<file path="src/smd_pkg.sv">
// Shared types and constants for the segmentation mask decider.
package smd_pkg;

  localparam int MAX_CLASSES = 32;

  localparam logic [1:0] MODE_ARGMAX  = 2'd0;
  localparam logic [1:0] MODE_THRESH  = 2'd1;
  localparam logic [1:0] MODE_TWO_CH  = 2'd2;
  localparam logic [1:0] MODE_NONE    = 2'd3;

  localparam logic [1:0] REG_MODE     = 2'd0;
  localparam logic [1:0] REG_PERSON   = 2'd1;
  localparam logic [1:0] REG_THRESH   = 2'd2;

  localparam logic signed [15:0] Q88_MIN       = 16'sh8000;
  localparam logic signed [15:0] THRESH_RESET  = 16'sd166;
  localparam logic [4:0]         PERSON_RESET  = 5'd15;

  typedef struct packed {
    logic [15:0]        pixel_index;
    logic [4:0]         class_index;
    logic signed [15:0] score;
    logic               last;
  } in_t;

  typedef struct packed {
    logic [15:0] out_pixel;
    logic [7:0]  mask_value;
    logic        is_person;
  } out_t;

  typedef struct packed {
    logic [1:0]         mode;
    logic [4:0]         person_class;
    logic signed [15:0] threshold;
  } cfg_t;

  typedef struct packed {
    logic decide;
    logic person;
  } decision_t;

endpackage

</file>
<file path="src/smd_tracker.sv">
// Running argmax and background tracking with the per-pixel decision.
module smd_tracker
  import smd_pkg::*;
(
  input  logic      clk,
  input  logic      rst,
  input  cfg_t      cfg,
  input  logic      fire,
  input  in_t       item,
  output decision_t dec
);

  logic signed [15:0] best_score;
  logic [4:0]         best_class;
  logic signed [15:0] background_score;

  logic               cls_zero;
  logic signed [15:0] base_score;
  logic [4:0]         base_class;
  logic signed [15:0] bg_next;
  logic               take;
  logic signed [15:0] best_score_next;
  logic [4:0]         best_class_next;

  always_comb begin
    cls_zero        = (item.class_index == 5'd0);
    base_score      = cls_zero ? Q88_MIN : best_score;
    base_class      = cls_zero ? 5'd0 : best_class;
    bg_next         = cls_zero ? item.score : background_score;
    take            = (32'(item.class_index) < MAX_CLASSES) && (item.score > base_score);
    best_score_next = take ? item.score : base_score;
    best_class_next = take ? item.class_index : base_class;

    dec.decide = item.last && (cfg.mode != MODE_NONE);
    case (cfg.mode)
      MODE_ARGMAX: dec.person = (best_class_next == cfg.person_class);
      MODE_THRESH: dec.person = (item.score > cfg.threshold);
      MODE_TWO_CH: dec.person = (item.score > bg_next);
      default:     dec.person = 1'b0;
    endcase
  end

  always_ff @(posedge clk) begin
    if (rst) begin
      best_score       <= Q88_MIN;
      best_class       <= 5'd0;
      background_score <= 16'sd0;
    end else if (fire) begin
      background_score <= bg_next;
      if (item.last) begin
        best_score <= Q88_MIN;
        best_class <= 5'd0;
      end else begin
        best_score <= best_score_next;
        best_class <= best_class_next;
      end
    end
  end

endmodule
</file>
<file path="config.mk">
export PLATFORM = sky130hd
export DESIGN_NAME = smd_tracker
export DESIGN_NICKNAME = d
export VERILOG_FILES = /design/src/smd_pkg.sv /design/src/smd_tracker.sv
export SDC_FILE = /design/constraint.sdc
export NUM_CORES = 1
export LEC_CHECK = 0
export ABC_AREA = 0
export BUFFER_PORTS_ARGS = -buffer_cell sky130_fd_sc_hd__buf_4
export CAP_MARGIN = 20
export CORE_MARGIN = 1.5
export CORE_UTILIZATION = 49
export CTS_CLUSTER_DIAMETER = 40
export DETAILED_ROUTE_END_ITERATION = 12
export HOLD_SLACK_MARGIN = 0.06
export PLACE_DENSITY_LB_ADDON = 0.3
export SLEW_MARGIN = 20
export SYNTH_ARGS = -nofsm -noshare
export SYNTH_HDL_FRONTEND = slang
export SYNTH_SLANG_ARGS = --single-unit
</file>
<file path="constraint.sdc">
create_clock -name clk -period 5.7 [get_ports clk]
set_clock_uncertainty 0.2 [all_clocks]
set_input_delay 1.14 -clock clk [delete_from_list [all_inputs] [get_ports clk]]
set_output_delay 1.14 -clock clk [all_outputs]
set_load 0.005 [all_outputs]
</file>
==> flow_summary_export.csv <==
group,metric,value,unit
layout,antenna_cells,0,
critical_path,crit_path_top_delay_cell,"mux2_4",
floorplan,die_x,78.88,um
global_routing,antenna_found_initial,0,
timing,finalSetupViolCount,0,
timing,slew_violations,0,
clock_network,clk_pin_slew,0.07,ns
clock_network,clockBufferDepth,2,
detailed_routing,drc,0,
synthesis,seq_area_frac_synth,0.2625,
detailed_routing,drt_iter0_drc,114,
detailed_routing,drt.antenna.violating_nets,0,
floorplan,initial_core_util,0.5093,
timing,clock.fmax,180.1,MHz
synthesis,syn_avg_cell_area,8.397,um^2
global_routing,grt_max_degree,38,
global_routing,track_usage,0.2270,
detailed_routing,dr.pass1.iters,4,
layout,area_delta_synth_final,19.73,%
critical_path,cp.arrival,4.21,ns
global_routing,busiest_layer,"met2",
clock_network,cts_buffers,5,
power_and_ir_drop,powerDensity,191.1,nW/um^2
timing,fin_ws,0.1485,ns
synthesis,yosysMostFrequentCell,"ha_1",
critical_path,critical_path_class,"input port to output port",
layout,fin_area,3378,um^2
job,maxCapViolations,0,
synthesis,synth.net_count,448,
clock_network,h-tree-depth,2,
layout,multiInputGateArea,1951,um^2
synthesis,synthFlopType,"dfxtp_1",
floorplan,die_area,6222,um^2
synthesis,synth-edff-count,0,
place,hpwl,4942,um
synthesis,yosys.area.top_type,"dfxtp_1",
synthesis,synthCells,336,
layout,post-route-util,0.6098,
synthesis,async_flop_share,0,
synthesis,yosysUniqueCellTypes,42,
global_routing,first_global_vias,2493,
critical_path,regToRegSetupSlack,2.38,ns
global_routing,grt_pass1_wl,11210,um
floorplan,rows,27,
detailed_routing,wirelength,6686,um
timing,hold_viol,0,
hold_path,whs_path_depth,2,
floorplan,pin_count,66,
global_routing,grt_use_met2,0.3776,
global_routing,use_met3,0.04368,
detailed_routing,wire_per_inst,14.66,um
synthesis,synth_area,2821,um^2
global_routing,use_met1,0.2955,
layout,seqCellArea,740.7,um^2
floorplan,die_h,78.88,um
place,routabilityCongestion,0.8429,
layout,n_fill_cell,503,
clock_network,cts_tree,"built",
synthesis,yosysTopAreaCellShare,0.2625,
floorplan,core_area,5540,um^2
global_routing,overflow,0,
critical_path,critPathCaptureType,"output port",
power_and_ir_drop,p_leak,0.001501,uW
timing,finalCritPeriodShare,0.9740,
place,post-place-ws,0.05184,ns
layout,drive_gt1_frac,0.1797,
layout,instances_no_fill,456,
clock_network,cts.sinks,37,
critical_path,critPathMaxFanout,11,
synthesis,ys_ff_latch,37,
power_and_ir_drop,vdd_ir_drop_max,0.1027,mV
run_status,status,"completed",
synthesis,synthTopCellsByArea,"dfxtp_1 26%, ha_1 21%, mux2i_1 6.7%",
synthesis,ys_warn_count,0,
synthesis,synthTopCellsByCount,"48 x ha_1, 45 x nor2_1, 37 x dfxtp_1",
detailed_routing,routed_via_density,5.695,
layout,nNetsFinal,496,
clock_network,cts_root_buffer,"clkbuf_8",
timing,tightestPinTransition,0.5956,ns
critical_path,worst_ep_required_time,4.36,ns
timing,finalCriticalPeriod,5.552,ns
clock_network,ctsHoldBuffers,0,
place,dp_cells,447,
place,io_buffer_count,49,
timing,relSlewSlack,0.6012,
critical_path,critPathMaxStageDelay,0.36,ns
hold_path,hold_class,"register to register",
detailed_routing,vias,2597,
critical_path,startpoint_type,"input port",
clock_network,clock_latency,0.29,ns
critical_path,path_cells,"buf_4 > nor3_4 > nand2_2 > buf_6 > nand2_1 > ha_1 > a21o_1 > a21o_1 > a221o_1 > a211oi_2 > mux2_4 > mux2_1 > o221a_1 > a211o_1 > buf_4",
critical_path,reg2regPathDepth,12,
place,place_area,3259,um^2
-- cells by family (layout without fill, tap and decap cells) --
logic type,count (synthesis),count (layout),synth area share
AOI/OAI and AO/OA,85,85,0.2151
xor gates and xnor gates,1,1,0.003105
adders and majority gates,48,48,0.2129
buffers and inverters,38,86,0.05277
DFF,37,37,0.2625
muxes,22,22,0.08204
and+or+nand+nor,105,105,0.1716
-- where the power goes --
part | switching, uW | leakage, uW | internal, uW | total [uW]
registers | 5.91 | 0.000302 | 271 | 277
clock network | 88.9 | 0.0000443 | 95.9 | 185
logic | 94.7 | 0.00115 | 89.1 | 184
total | 189 | 0.00150 | 456 | 645
-- path summary, 6_finish.rpt --
check,startpoint,end
worst max-delay path,item[17],dec[0]
worst min register to register,background_score[9],background_score[9]
worst max register to register,best_score[13],best_class[2]
worst min-delay path,background_score[9],background_score[9]
-- what timing repair did --
action                                  in CTS  in global routing
resized for setup                            0                  4
buffers inserted                             0                  2
endpoints found under the setup margin       0                  1
-- per-layer routing --
metal,vias up,share of wire
li1,1322,-
met4,0,0.010
met2,66,0.46
met3,5,0.064
met5,-,0
met1,1204,0.46
-- sequential cells by signal, indices dropped and copies added (netlist names) --
register,flops
background_score,16
best_score,16
best_class,5
-- critical path: cells and delay by family --
| kind | cells | cell delay (ns) |
|---|---|---|
| buf+inv | 3 | 0.41 |
| compound gates | 6 | 1.40 |
| simple gates | 3 | 0.36 |
| mux | 2 | 0.67 |
| fa+ha+maj | 1 | 0.23 |
-- layout make-up --
cell class / count / area share
inverters: 23 / 0.02556
multi-input cells: 261 / 0.5774
well taps: 72 / 0.02667
clock buffers: 7 / 0.02556
repair buffers: 56 / 0.1256
flip-flops and latches: 37 / 0.2193
-- per-stage QoR --
stage           TNS [ns]  total power (uW)  hold WS (ns)
3_5_place_dp           0             460.4        0.2778
2_1_floorplan          0             395.7        0.2602
3_3_place_gp           0             454.9        0.2694
5_1_grt        -0.002786             686.4        0.3075
6_report               0             645.5        0.2850
4_1_cts                0             646.3        0.2876
-- layout by cell type (no fill, tap or decap), drive strengths merged, types with 2 or more instances in the layout --
master  netlist  layout
ha           48      48
a22oi        21      21
a211oi       17      17
nand4        12      12
nor3          4       4
buf           6      56
and2          3       3
nor2         45      45
mux2i        19      19
nand2b        3       3
inv          23      23
a222oi        2       2
nand2        24      24
a21oi        15      15
and3          2       2
nor2b         5       5
clkbuf        9       7
o21a          4       4
mux2          3       3
nand3         2       2
o21ai         7       7
dfxtp        37      37
a21o         10      10
Power figures use the tool's default switching activity.
